<file path="src/rtl/pswf_pkg.sv">
// ============================================================================
// pswf_pkg - shared types for the per-stream replay window filter
// Transaction payloads, verdict codes, the cell command bundle and
// default sizes used by the top level and by the recency cells.
// ============================================================================
package pswf_pkg;

    localparam int unsigned MAX_STREAMS_DEF = 8;
    localparam int unsigned WINDOW_BITS_DEF = 128;
    localparam int unsigned SID_W           = 32;
    localparam int unsigned IDX_W           = 48;

    typedef enum logic [1:0] {
        VERDICT_FRESH = 2'd0,
        VERDICT_DUP   = 2'd1,
        VERDICT_OLD   = 2'd2
    } verdict_t;

    typedef struct packed {
        logic [SID_W-1:0] stream_id;
        logic [IDX_W-1:0] pkt_index;
    } req_t;

    typedef struct packed {
        verdict_t verdict;
        logic     evicted;
    } rsp_t;

    // compare: look up the held stream id; update: load from the neighbor
    typedef struct packed {
        logic compare;
        logic update;
    } cell_cmd_t;

endpackage

</file>
<file path="src/rtl/per_stream_replay_window_filter_top.sv">
// ============================================================================
// per_stream_replay_window_filter_top - per-stream anti-replay filter
// Keeps a table of streams, each with a highest packet index and a sliding
// seen-window, and judges every packet as fresh, duplicate or too old.
// ============================================================================
//
//  channel   | ports                      | handshake
//  ----------+----------------------------+------------------------------------
//  request   | start, busy, request       | taken on a clock edge with start=1,
//            |                            | busy=0
//  result    | done, result               | one cycle strobe, always taken
//
//  Each transaction runs through lookup in all cells, selection of the hit
//  entry with the index subtract, then window update and write-back through
//  the cell row. busy is low in the write-back cycle, so a new transaction
//  can be taken while the previous one writes back.
//  Reset (rst_n low, asynchronous) empties the table at once; no clearing pass.
//  The result is registered and appears in the cycle after write-back; the receiver cannot stall it.
//
//  The table is a row of cells kept in most-recent-first order: every access
//  moves the entry to the front and pushes the cells in front of it back by
//  one, so the least recently used entry is always the last one. A miss pushes
//  the whole row and drops the last cell, which is an eviction when it held a
//  stream. Empty cells always sit at the tail, so a free cell is used first.
// ============================================================================
module per_stream_replay_window_filter_top #(
    parameter int unsigned MAX_STREAMS = pswf_pkg::MAX_STREAMS_DEF,
    parameter int unsigned WINDOW_BITS = pswf_pkg::WINDOW_BITS_DEF
) (
    input  logic           clk,
    input  logic           rst_n,
    input  logic           start,
    input  pswf_pkg::req_t request,
    output logic           busy,
    output logic           done,
    output pswf_pkg::rsp_t result
);

    localparam int unsigned SHIFT_W = $clog2(WINDOW_BITS);

    typedef enum logic [1:0] {
        ST_IDLE,
        ST_LOOKUP,
        ST_SELECT,
        ST_UPDATE
    } state_t;

    state_t state_reg;
    state_t state_next;

    logic                       accept;
    pswf_pkg::req_t             req_reg;
    pswf_pkg::cell_cmd_t        cell_cmd;
    pswf_pkg::rsp_t             result_reg;
    logic                       done_reg;

    // cell row
    logic [MAX_STREAMS:0]       chain_hit;
    logic [MAX_STREAMS-1:0]     hit_vec;
    logic [MAX_STREAMS-1:0]     valid_vec;
    logic [pswf_pkg::SID_W-1:0] cell_sid     [MAX_STREAMS];
    logic [pswf_pkg::IDX_W-1:0] cell_highest [MAX_STREAMS];
    logic [WINDOW_BITS-1:0]     cell_window  [MAX_STREAMS];

    // selection stage
    logic [pswf_pkg::IDX_W-1:0] sel_highest;
    logic [WINDOW_BITS-1:0]     sel_window;
    logic                       sel_gt;
    logic [pswf_pkg::IDX_W-1:0] sel_dist;

    logic                       miss_reg;
    logic                       evict_reg;
    logic                       gt_reg;
    logic [pswf_pkg::IDX_W-1:0] dist_reg;
    logic [pswf_pkg::IDX_W-1:0] highest_reg;
    logic [WINDOW_BITS-1:0]     window_reg;

    // update stage
    logic                       far;
    logic [SHIFT_W-1:0]         shamt;
    logic [WINDOW_BITS-1:0]     bit_mask;
    logic [pswf_pkg::IDX_W-1:0] highest_next;
    logic [WINDOW_BITS-1:0]     window_next;
    pswf_pkg::verdict_t         verdict_next;

    assign busy   = (state_reg == ST_LOOKUP) || (state_reg == ST_SELECT);
    assign accept = start && !busy;

    assign cell_cmd.compare = (state_reg == ST_LOOKUP);
    assign cell_cmd.update  = (state_reg == ST_UPDATE);

    // ------------------------------------------------------------------------
    // Cell row: cell 0 is the most recent entry and loads the updated entry
    // on every write-back; each later cell takes its front neighbor's entry unless the hit lies in front of it.
    // ------------------------------------------------------------------------
    assign chain_hit[0] = 1'b0;

    for (genvar k = 0; k < MAX_STREAMS; k++)
    begin : g_cell
        logic                       prev_valid;
        logic [pswf_pkg::SID_W-1:0] prev_sid;
        logic [pswf_pkg::IDX_W-1:0] prev_highest;
        logic [WINDOW_BITS-1:0]     prev_window;

        if (k == 0)
        begin : g_front
            assign prev_valid   = 1'b1;
            assign prev_sid     = req_reg.stream_id;
            assign prev_highest = highest_next;
            assign prev_window  = window_next;
        end
        else
        begin : g_rest
            assign prev_valid   = valid_vec[k-1];
            assign prev_sid     = cell_sid[k-1];
            assign prev_highest = cell_highest[k-1];
            assign prev_window  = cell_window[k-1];
        end

        pswf_cell #(
            .WINDOW_BITS (WINDOW_BITS)
        ) u_cell (
            .clk           (clk),
            .rst_n         (rst_n),
            .cmd           (cell_cmd),
            .key           (req_reg.stream_id),
            .chain_hit_in  (chain_hit[k]),
            .chain_hit_out (chain_hit[k+1]),
            .prev_valid    (prev_valid),
            .prev_sid      (prev_sid),
            .prev_highest  (prev_highest),
            .prev_window   (prev_window),
            .valid         (valid_vec[k]),
            .sid           (cell_sid[k]),
            .highest       (cell_highest[k]),
            .window        (cell_window[k]),
            .hit           (hit_vec[k])
        );
    end

    // ------------------------------------------------------------------------
    // Selection: pick the hit entry (at most one) and measure the index jump.
    // ------------------------------------------------------------------------
    always_comb
    begin
        sel_highest = '0;
        sel_window  = '0;
        for (int k = 0; k < MAX_STREAMS; k++)
        begin
            sel_highest = sel_highest | ({pswf_pkg::IDX_W{hit_vec[k]}} & cell_highest[k]);
            sel_window  = sel_window | ({WINDOW_BITS{hit_vec[k]}} & cell_window[k]);
        end
        sel_gt   = (req_reg.pkt_index > sel_highest);
        sel_dist = sel_gt ? (req_reg.pkt_index - sel_highest)
                          : (sel_highest - req_reg.pkt_index);
    end

    always_ff @(posedge clk)
    begin
        if (accept)
        begin
            req_reg <= request;
        end
        if (state_reg == ST_SELECT)
        begin
            // the row and the key are unchanged since lookup
            miss_reg    <= !chain_hit[MAX_STREAMS];
            // the last cell drops off the row on a miss
            evict_reg   <= !chain_hit[MAX_STREAMS] && valid_vec[MAX_STREAMS-1];
            gt_reg      <= sel_gt;
            dist_reg    <= sel_dist;
            highest_reg <= sel_highest;
            window_reg  <= sel_window;
        end
    end

    // ------------------------------------------------------------------------
    // Update: start a new entry, or slide or mark the window, and form the verdict.
    // ------------------------------------------------------------------------
    assign far      = (dist_reg >= pswf_pkg::IDX_W'(WINDOW_BITS));
    assign shamt    = dist_reg[SHIFT_W-1:0];
    assign bit_mask = WINDOW_BITS'(1) << shamt;

    always_comb
    begin
        highest_next = highest_reg;
        window_next  = window_reg;
        verdict_next = pswf_pkg::VERDICT_FRESH;
        if (miss_reg)
        begin
            // new stream: take its first packet
            highest_next = req_reg.pkt_index;
            window_next  = WINDOW_BITS'(1);
        end
        else if (gt_reg)
        begin
            // advance: slide the window, clear it on a long jump
            highest_next = req_reg.pkt_index;
            window_next  = (far ? '0 : (window_reg << shamt)) | WINDOW_BITS'(1);
        end
        else if (far)
        begin
            verdict_next = pswf_pkg::VERDICT_OLD;
        end
        else if (|(window_reg & bit_mask))
        begin
            verdict_next = pswf_pkg::VERDICT_DUP;
        end
        else
        begin
            window_next = window_reg | bit_mask;
        end
    end

    // ------------------------------------------------------------------------
    // Sequencer and registered result
    // ------------------------------------------------------------------------
    always_comb
    begin
        state_next = state_reg;
        unique case (state_reg)
            ST_IDLE:
            begin
                if (accept)
                begin
                    state_next = ST_LOOKUP;
                end
            end
            ST_LOOKUP: state_next = ST_SELECT;
            ST_SELECT: state_next = ST_UPDATE;
            ST_UPDATE: state_next = accept ? ST_LOOKUP : ST_IDLE;
            default:   state_next = ST_IDLE;
        endcase
    end

    always_ff @(posedge clk or negedge rst_n)
    begin
        if (!rst_n)
        begin
            state_reg  <= ST_IDLE;
            done_reg   <= 1'b0;
            result_reg <= '0;
        end
        else
        begin
            state_reg <= state_next;
            done_reg  <= (state_reg == ST_UPDATE);
            if (state_reg == ST_UPDATE)
            begin
                result_reg.verdict <= verdict_next;
                result_reg.evicted <= evict_reg;
            end
        end
    end

    assign done   = done_reg;
    assign result = result_reg;

`ifndef SYNTHESIS
    // a stream id lives in at most one cell
    a_single_hit: assert property (@(posedge clk) disable iff (!rst_n)
        $onehot0(hit_vec))
        else $error("more than one cell hit");

    // occupied cells form an unbroken run from the front of the row
    a_valid_packed: assert property (@(posedge clk) disable iff (!rst_n)
        $onehot({1'b0, valid_vec} + (MAX_STREAMS + 1)'(1)))
        else $error("empty cell in front of an occupied cell");

    a_done_after_update: assert property (@(posedge clk) disable iff (!rst_n)
        done |-> $past(state_reg == ST_UPDATE))
        else $error("result strobe without a write-back");

    a_evict_is_fresh: assert property (@(posedge clk) disable iff (!rst_n)
        (done && result.evicted) |-> (result.verdict == pswf_pkg::VERDICT_FRESH))
        else $error("eviction with a rejecting verdict");

    a_accept_busy: assert property (@(posedge clk) disable iff (!rst_n)
        (start && !busy) |=> busy)
        else $error("accepted transaction did not raise busy");
`endif

endmodule

</file>
<file path="src/rtl/pswf_cell.sv">
// ============================================================================
// pswf_cell - one entry of the recency-ordered stream table
// Holds a stream id, its highest index and seen-window. Compares against
// the broadcast key, then on update takes its neighbor's entry unless the hit
// lies in front of this cell, so the table stays in most-recent-first order.
// ============================================================================
module pswf_cell #(
    parameter int unsigned WINDOW_BITS = pswf_pkg::WINDOW_BITS_DEF
) (
    input  logic                        clk,
    input  logic                        rst_n,
    input  pswf_pkg::cell_cmd_t         cmd,
    input  logic [pswf_pkg::SID_W-1:0]  key,
    input  logic                        chain_hit_in,
    output logic                        chain_hit_out,
    input  logic                        prev_valid,
    input  logic [pswf_pkg::SID_W-1:0]  prev_sid,
    input  logic [pswf_pkg::IDX_W-1:0]  prev_highest,
    input  logic [WINDOW_BITS-1:0]      prev_window,
    output logic                        valid,
    output logic [pswf_pkg::SID_W-1:0]  sid,
    output logic [pswf_pkg::IDX_W-1:0]  highest,
    output logic [WINDOW_BITS-1:0]      window,
    output logic                        hit
);

    logic                       valid_reg;
    logic                       hit_reg;
    logic                       move_reg;
    logic [pswf_pkg::SID_W-1:0] sid_reg;
    logic [pswf_pkg::IDX_W-1:0] highest_reg;
    logic [WINDOW_BITS-1:0]     window_reg;
    logic                       match;

    assign match         = valid_reg && (sid_reg == key);
    assign chain_hit_out = chain_hit_in | match;

    always_ff @(posedge clk or negedge rst_n)
    begin
        if (!rst_n)
        begin
            valid_reg <= 1'b0;
            hit_reg   <= 1'b0;
            move_reg  <= 1'b0;
        end
        else
        begin
            if (cmd.compare)
            begin
                hit_reg  <= match;
                // advance only if no hit sits in front of this cell
                move_reg <= !chain_hit_in;
            end
            if (cmd.update && move_reg)
            begin
                valid_reg <= prev_valid;
            end
        end
    end

    always_ff @(posedge clk)
    begin
        if (cmd.update && move_reg)
        begin
            sid_reg     <= prev_sid;
            highest_reg <= prev_highest;
            window_reg  <= prev_window;
        end
    end

    assign valid   = valid_reg;
    assign sid     = sid_reg;
    assign highest = highest_reg;
    assign window  = window_reg;
    assign hit     = hit_reg;

endmodule

</file>
<file path="config.mk">
export PLATFORM = sky130hd
export DESIGN_NAME = per_stream_replay_window_filter_top
export DESIGN_NICKNAME = d
export VERILOG_FILES = /design/src/rtl/pswf_pkg.sv /design/src/rtl/per_stream_replay_window_filter_top.sv /design/src/rtl/pswf_cell.sv
export SDC_FILE = /design/constraint.sdc
export NUM_CORES = 2
export LEC_CHECK = 0
export ABC_AREA = 1
export BUFFER_PORTS_ARGS = -buffer_cell sky130_fd_sc_hd__clkbuf_2
export CORE_ASPECT_RATIO = 0.6
export CORE_MARGIN = 5
export CORE_UTILIZATION = 57
export CTS_CLUSTER_DIAMETER = 150
export DETAILED_ROUTE_END_ITERATION = 10
export MAX_ROUTING_LAYER = met4
export PLACE_DENSITY = 0.76
export SLEW_MARGIN = 20
export SYNTH_ARGS = -nofsm -noshare
export SYNTH_HDL_FRONTEND = slang
export SYNTH_HIERARCHICAL = 1
export SYNTH_SLANG_ARGS = --single-unit
</file>
<file path="constraint.sdc">
create_clock -name clk -period 6.7 [get_ports clk]
set_input_delay 1.34 -clock clk [delete_from_list [all_inputs] [get_ports clk]]
set_output_delay 1.34 -clock clk [all_outputs]
set_load 0.1 [all_outputs]
</file>
# ---- After elaboration in Yosys (flattened, before gate mapping)
# Index checks and enable logic that the tools add are counted.
dict set report classes {
  n_reduce_logical 31
  n_mux 14
  shift 2
  n_addsub 2
  order_cmp 2
  n_eq_ne 12
  bitwise 39
}
# cell n
set op_table {}
lappend op_table {{AND 128 bit} 9}
lappend op_table {{bitwise OR 128 bit} 8}
lappend op_table {{two-way mux 128 bit} 4}
lappend op_table {{AND 48 bit} 8}
lappend op_table {{bitwise OR 48 bit} 7}
lappend op_table {{equality test 32 bit} 8}
lappend op_table {{two-way mux 48 bit} 3}
lappend op_table {{OR reduction 128 bit} 1}
lappend op_table {{left shift 1 x 7 -> 128 bit, first input constant} 1}
lappend op_table {{left shift 128 x 7 -> 128 bit} 1}
lappend op_table {{subtractor 48 bit} 2}
lappend op_table {{>= comparator 48 x 8 -> 1 bit, second input constant} 1}
lappend op_table {{greater-than comparator 48 bit} 1}
lappend op_table {{logical AND 1 bit} 18}
lappend op_table {{logical NOT 1 bit} 9}
lappend op_table {{two-way mux 2 bit} 4}
lappend op_table {{case mux 2 bit (4 select lines)} 1}
lappend op_table {{bitwise OR 1 bit} 7}
lappend op_table {{equality test 2 bit, second input constant} 2}
lappend op_table {{equality test 2 x 1 -> 1 bit, second input constant} 1}
lappend op_table {{logical NOT 2 bit} 1}
lappend op_table {{two-way mux 1 bit} 2}
lappend op_table {{inequality test 2 bit, second input constant} 1}
lappend op_table {{OR reduction 2 bit} 1}
lappend op_table {{logical OR 1 bit} 1}
dict set report word_totals {
  reg_bits 2001
  elab_cells 163
}

# ---- Longest topological paths before layout
dict set report depth {
  word_depth 11
  depth_mapped 25
  ltp_nobuf 25
}

# ---- By module
# The synthesis kept the hierarchy.
# module area_per_inst_um2 n_inst seq_area_each_um2 cells_per_inst
set by_module_without_submodules {}
lappend by_module_without_submodules {pswf_cell 6945.4 8 6321.1 357}
lappend by_module_without_submodules {per_stream_replay_window_filter_top 38450.6 1 9369.0 6275}

# ---- Worst setup path after synthesis
# Ideal clock, no wire load.
dict set report synth_path {
  path_type {reg-to-reg}
  start {register state_reg[0]}
  end {register dist_reg[0] in the netlist's numbering, enable pin}
  path_stages_with_launch 3
  path_buffers 0
  arrival_time_ns 5.764
  setup_ns 0.617
  synth_period_minus_slack_ns 6.381
  required_time_ns 6.083
  slack_ns 0.319
  cell_sequence {dfrtp_1 inv_1 ha_1}
}
dict set report synth_between {
  elab_chain_cells 1
}
# element line
set synth_lines {}
lappend synth_lines {{start, declared} per_stream_replay_window_filter_top.sv:48} ;# state_t state_reg;
lappend synth_lines {{start signal, assigned} per_stream_replay_window_filter_top.sv:246} ;# state_reg <= state_next;
lappend synth_lines {{equality test 2 bit} per_stream_replay_window_filter_top.sv:164} ;# if (state_reg == ST_SELECT)
lappend synth_lines {{end signal, assigned} per_stream_replay_window_filter_top.sv:171} ;# dist_reg <= sel_dist;
lappend synth_lines {{end, declared} per_stream_replay_window_filter_top.sv:74} ;# logic [pswf_pkg::IDX_W-1:0] dist_reg;
# Every way passes these cells.
# A chain may end at the register's enable or synchronous reset.

# ---- Worst setup path in the final report
dict set report layout_path {
  start {register g_cell[3].u_cell.hit_reg}
  end {register dist_reg[36] in the netlist's numbering (data pin)}
}
dict set report layout_between {
  elab_chain_cells 8
}
# element line
set layout_lines {}
lappend layout_lines {{start, declared} pswf_cell.sv:28} ;# logic hit_reg;
lappend layout_lines {{start signal, assigned} pswf_cell.sv:50} ;# hit_reg <= match;
lappend layout_lines {{AND 48 bit *} per_stream_replay_window_filter_top.sv:150} ;# sel_highest = sel_highest | ({pswf_pkg::IDX_W{hit_vec[k]}} & cell_highest[k]);
lappend layout_lines {{bitwise OR 48 bit * (5 in series)} per_stream_replay_window_filter_top.sv:150}
lappend layout_lines {{named net sel_highest, one bit} per_stream_replay_window_filter_top.sv:66} ;# logic [pswf_pkg::IDX_W-1:0] sel_highest;
lappend layout_lines {{subtractor 48 bit (tied with other cells)} per_stream_replay_window_filter_top.sv:155} ;# : (sel_highest - req_reg.pkt_index);
lappend layout_lines {{two-way mux 48 bit *} per_stream_replay_window_filter_top.sv:154} ;# sel_dist = sel_gt ? (req_reg.pkt_index - sel_highest)
lappend layout_lines {{named net sel_dist, one bit} per_stream_replay_window_filter_top.sv:69} ;# logic [pswf_pkg::IDX_W-1:0] sel_dist;
# Mark *: on every way through the listed nets, which the timed path passes. The rest lies on a longest branch.

==> flow_metrics.py <==
metrics = {
    "synthesis": {
        "synth_top_area_share_pct": 63.0,
        "synth_cell_types": 53,
        "synth_simple_gate_area_share_pct": 20.5,
        "ys_seq_elements": 2001,
        "yosysWarnings": 6,
        "syn_area_sq_um": 94000,
        "synth_compound_area_share_pct": 8.50,
        "synth_mux_area_share_pct": 0.0852,
        "yosys_most_used_dff": "edfxtp_1",
        "synth.avg_cell_area_sq_um": 10.3,
        "synth_top_area_cell": "edfxtp_1",
        "synth_top_family_by_area": "simple AND/OR/NAND/NOR gates",
        "synth_fa_ha_area_share_pct": 1.36,
        "synthTopCellsByArea": "edfxtp_1, nand2_1, nand3_1, inv_1, o21ai_0",
        "synth_seq_area_share_pct": 63.8,
        "syn_inst": 9131,
        "async_flop_share_pct": 1.50,
        "synth-xor-area-share_pct": 1.02,
        "synth-edff-count": 1971,
    },
    "timing": {
        "worstMarginPinSlew_ns": 1.39,
        "period_minus_slack_ns": 5.50,
        "skew_ns": 0.101,
        "rsz0062_at_grt": "false",
        "hold_slack_ns": 0.399,
        "setup_viol": 0,
        "max_freq_mhz": 182,
        "hold_viol_final": 0,
        "post-route-period-util_pct": 82.1,
        "slew_headroom_pct": 6.09,
        "slew_viol_final": 0,
        "setup-tns-final_ns": 0,
        "layout_setup_ws_ns": 1.20,
    },
    "clocking": {
        "ctsRootBufferMaster": "clkbuf_16",
        "clockBufferDepth": 4,
        "clock_latency_ns": 0.89,
        "cts_tree": "yes",
        "holdBufCountCts": 0,
        "post_cts.resized_instances": 0,
        "postCtsSetupRepairBufs": 0,
        "cts_max_level": 4,
        "numCtsBuffers": 180,
        "clock-sinks": 2001,
        "clk_pin_slew_ns": 0.07,
    },
    "pwr": {
        "irDropWorstVdd_uv": 301,
        "finalPower_mw": 45.0,
        "power.density_nw_per_um2": 439,
        "leakagePower_nw": 38.9,
    },
    "global_route": {
        "grt_pass1_vias": 71200,
        "grt_max_degree": 131,
        "grt_pass1_wl_um": 526000,
        "grt-ovfl-total": 0,
        "antenna_found_initial": 35,
        "grt_use_total_pct": 43.1,
    },
    "critical_path": {
        "startpoint_type": "flop",
        "arrival_ns": 6.09,
        "crit_type": "flop to flop",
        "endpoint_kind": "flop",
        "required_ns": 7.29,
        "cp_max_fo": 58,
    },
    "floorplan": {
        "die_width_um": 534,
        "start_util_pct": 57.4,
        "dieHeight_um": 325,
        "ios": 88,
        "core_area_sq_um": 164000,
        "die_area_sq_um": 173000,
        "num_rows": 115,
    },
    "cells_and_area": {
        "regArea_sq_um": 60000,
        "syn_to_final_growth_pct": 9.24,
        "fillers": 12300,
        "multi_input_area_sq_um": 29600,
        "largest_reg_flops": 1024,
        "nets": 9265,
        "layout_commonest_cell": "nand2_1",
        "drive_gt1_share_pct": 7.28,
        "layout.cells.non_filler": 11400,
        "final_core_util_pct": 62.7,
        "fin_area_sq_um": 103000,
        "final_cell_mix": "nand2_1, edfxtp_1, nand3_1",
    },
    "drt": {
        "dr_wl_met3_um": 69700,
        "drt_iter0_drc": 15100,
        "vias": 77200,
        "wl_um": 373000,
        "ant_nets": 0,
        "wl_per_cell_um": 32.7,
        "highest_layer": "met4",
        "drc": 3,
        "drt-met1-wl_um": 154000,
        "avgViaCountPerCell": 6.76,
        "firstDrtPassIters": 11,
        "wl_met2_um": 142000,
    },
    "placed_design": {
        "routabilityCongestion": 1.09,
        "placed_cell_area_sq_um": 96800,
        "post-place-ws_ns": 1.59,
        "io_buffers": 87,
        "dp_hpwl_um": 258000,
        "dp.cells": 11100,
    },
    "run_status": {
        "outcome": "finished with violations",
        "failed_checks": "design-rule violations",
    },
    "worst_hold_path": {
        "min_path_type": "flop to flop",
    },
    "run": {
        "drv_cap": 0,
    },
}
-- critical path, cell delays in order, from the launching register on --
cell	delay, ns
dfrtp_4	0.78
nand2_1	0.24
nand4_1	0.12
nor4_1	0.51
inv_1	0.16
ha_1	0.65
nand2_1	0.19
nor2_1	0.30
inv_1	0.14
nor2_1	0.33
nand2_1	0.18
clkinv_1	0.11
nand2_1	0.10
o21ai_4	0.50
o21ai_0	0.48
nand3_1	0.21
nand2_1	0.06
-- where the power goes --
group,internal (mW),switching [mW],total [mW]
Sequential,17.4,2.23,19.6
Combinational,3.20,11.6,14.8
Clock,5.81,4.84,10.7
Total,26.4,18.7,45.0
-- layout make-up --
type / count / share of cell area [%]
multi-input cells: 5971 / 28.8
repair buffers: 237 / 1.76
flip-flops and latches: 2001 / 58.4
clock buffers: 223 / 4.70
clock inverters: 100 / 0.988
diodes: 35 / 0.0853
well taps: 2164 / 2.64
inverters: 690 / 2.60
-- worst paths after layout --
check	startpoint	end	slack (ns)	cells after the start
setup / recovery	g_cell[3].u_cell/hit	dist_reg[36]	1.20	16
max in group asynchronous	rst_n	g_cell[5].u_cell/hit	5.32	1
hold / removal	g_cell[3].u_cell/window[54]	g_cell[4].u_cell/window[54]	0.40	0
setup reg to reg	g_cell[3].u_cell/hit	dist_reg[36]	1.20	16
min in group asynchronous	rst_n	g_cell[2].u_cell/hit	0.61	1
hold reg to reg	g_cell[3].u_cell/window[54]	g_cell[4].u_cell/window[54]	0.40	0
-- cells by family after synthesis --
logic type / count (synthesis)
simple gates: 4503
flops: 2001
compound gates: 1246
buf+inv: 1160
xor+xnor: 110
fa+ha+maj: 101
mux: 8
other cells: 2
-- cells in the mapped netlist (13+ instances only) --
cell type	instances
a211oi_1	76
inv_2	36
nor2_1	472
a221oi_1	134
xnor2_1	75
edfxtp_1	1971
nor3_1	27
nand2_1	2502
a31oi_1	13
a22o_1	187
ha_1	99
o21ai_1	42
o21a_1	27
o21bai_1	17
a21oi_1	311
o21ai_0	357
buf_1	111
buf_2	67
dfrtp_1	30
a21o_1	14
o211ai_1	17
clkbuf_1	267
nand4_1	145
nor4_1	56
or2_2	62
inv_1	650
clkbuf_2	14
xor2_1	35
nand3_1	1205
o22ai_1	18
-- per-layer routing --
layer / vias to the layer above / global-route usage [%]
met4: 0 / 7.09
met2: 6915 / 53.2
met1: 37500 / 65.3
met3: 667 / 19.9
li1: 32000 / -
met5: - / -
(Power assumes the default switching activity.)
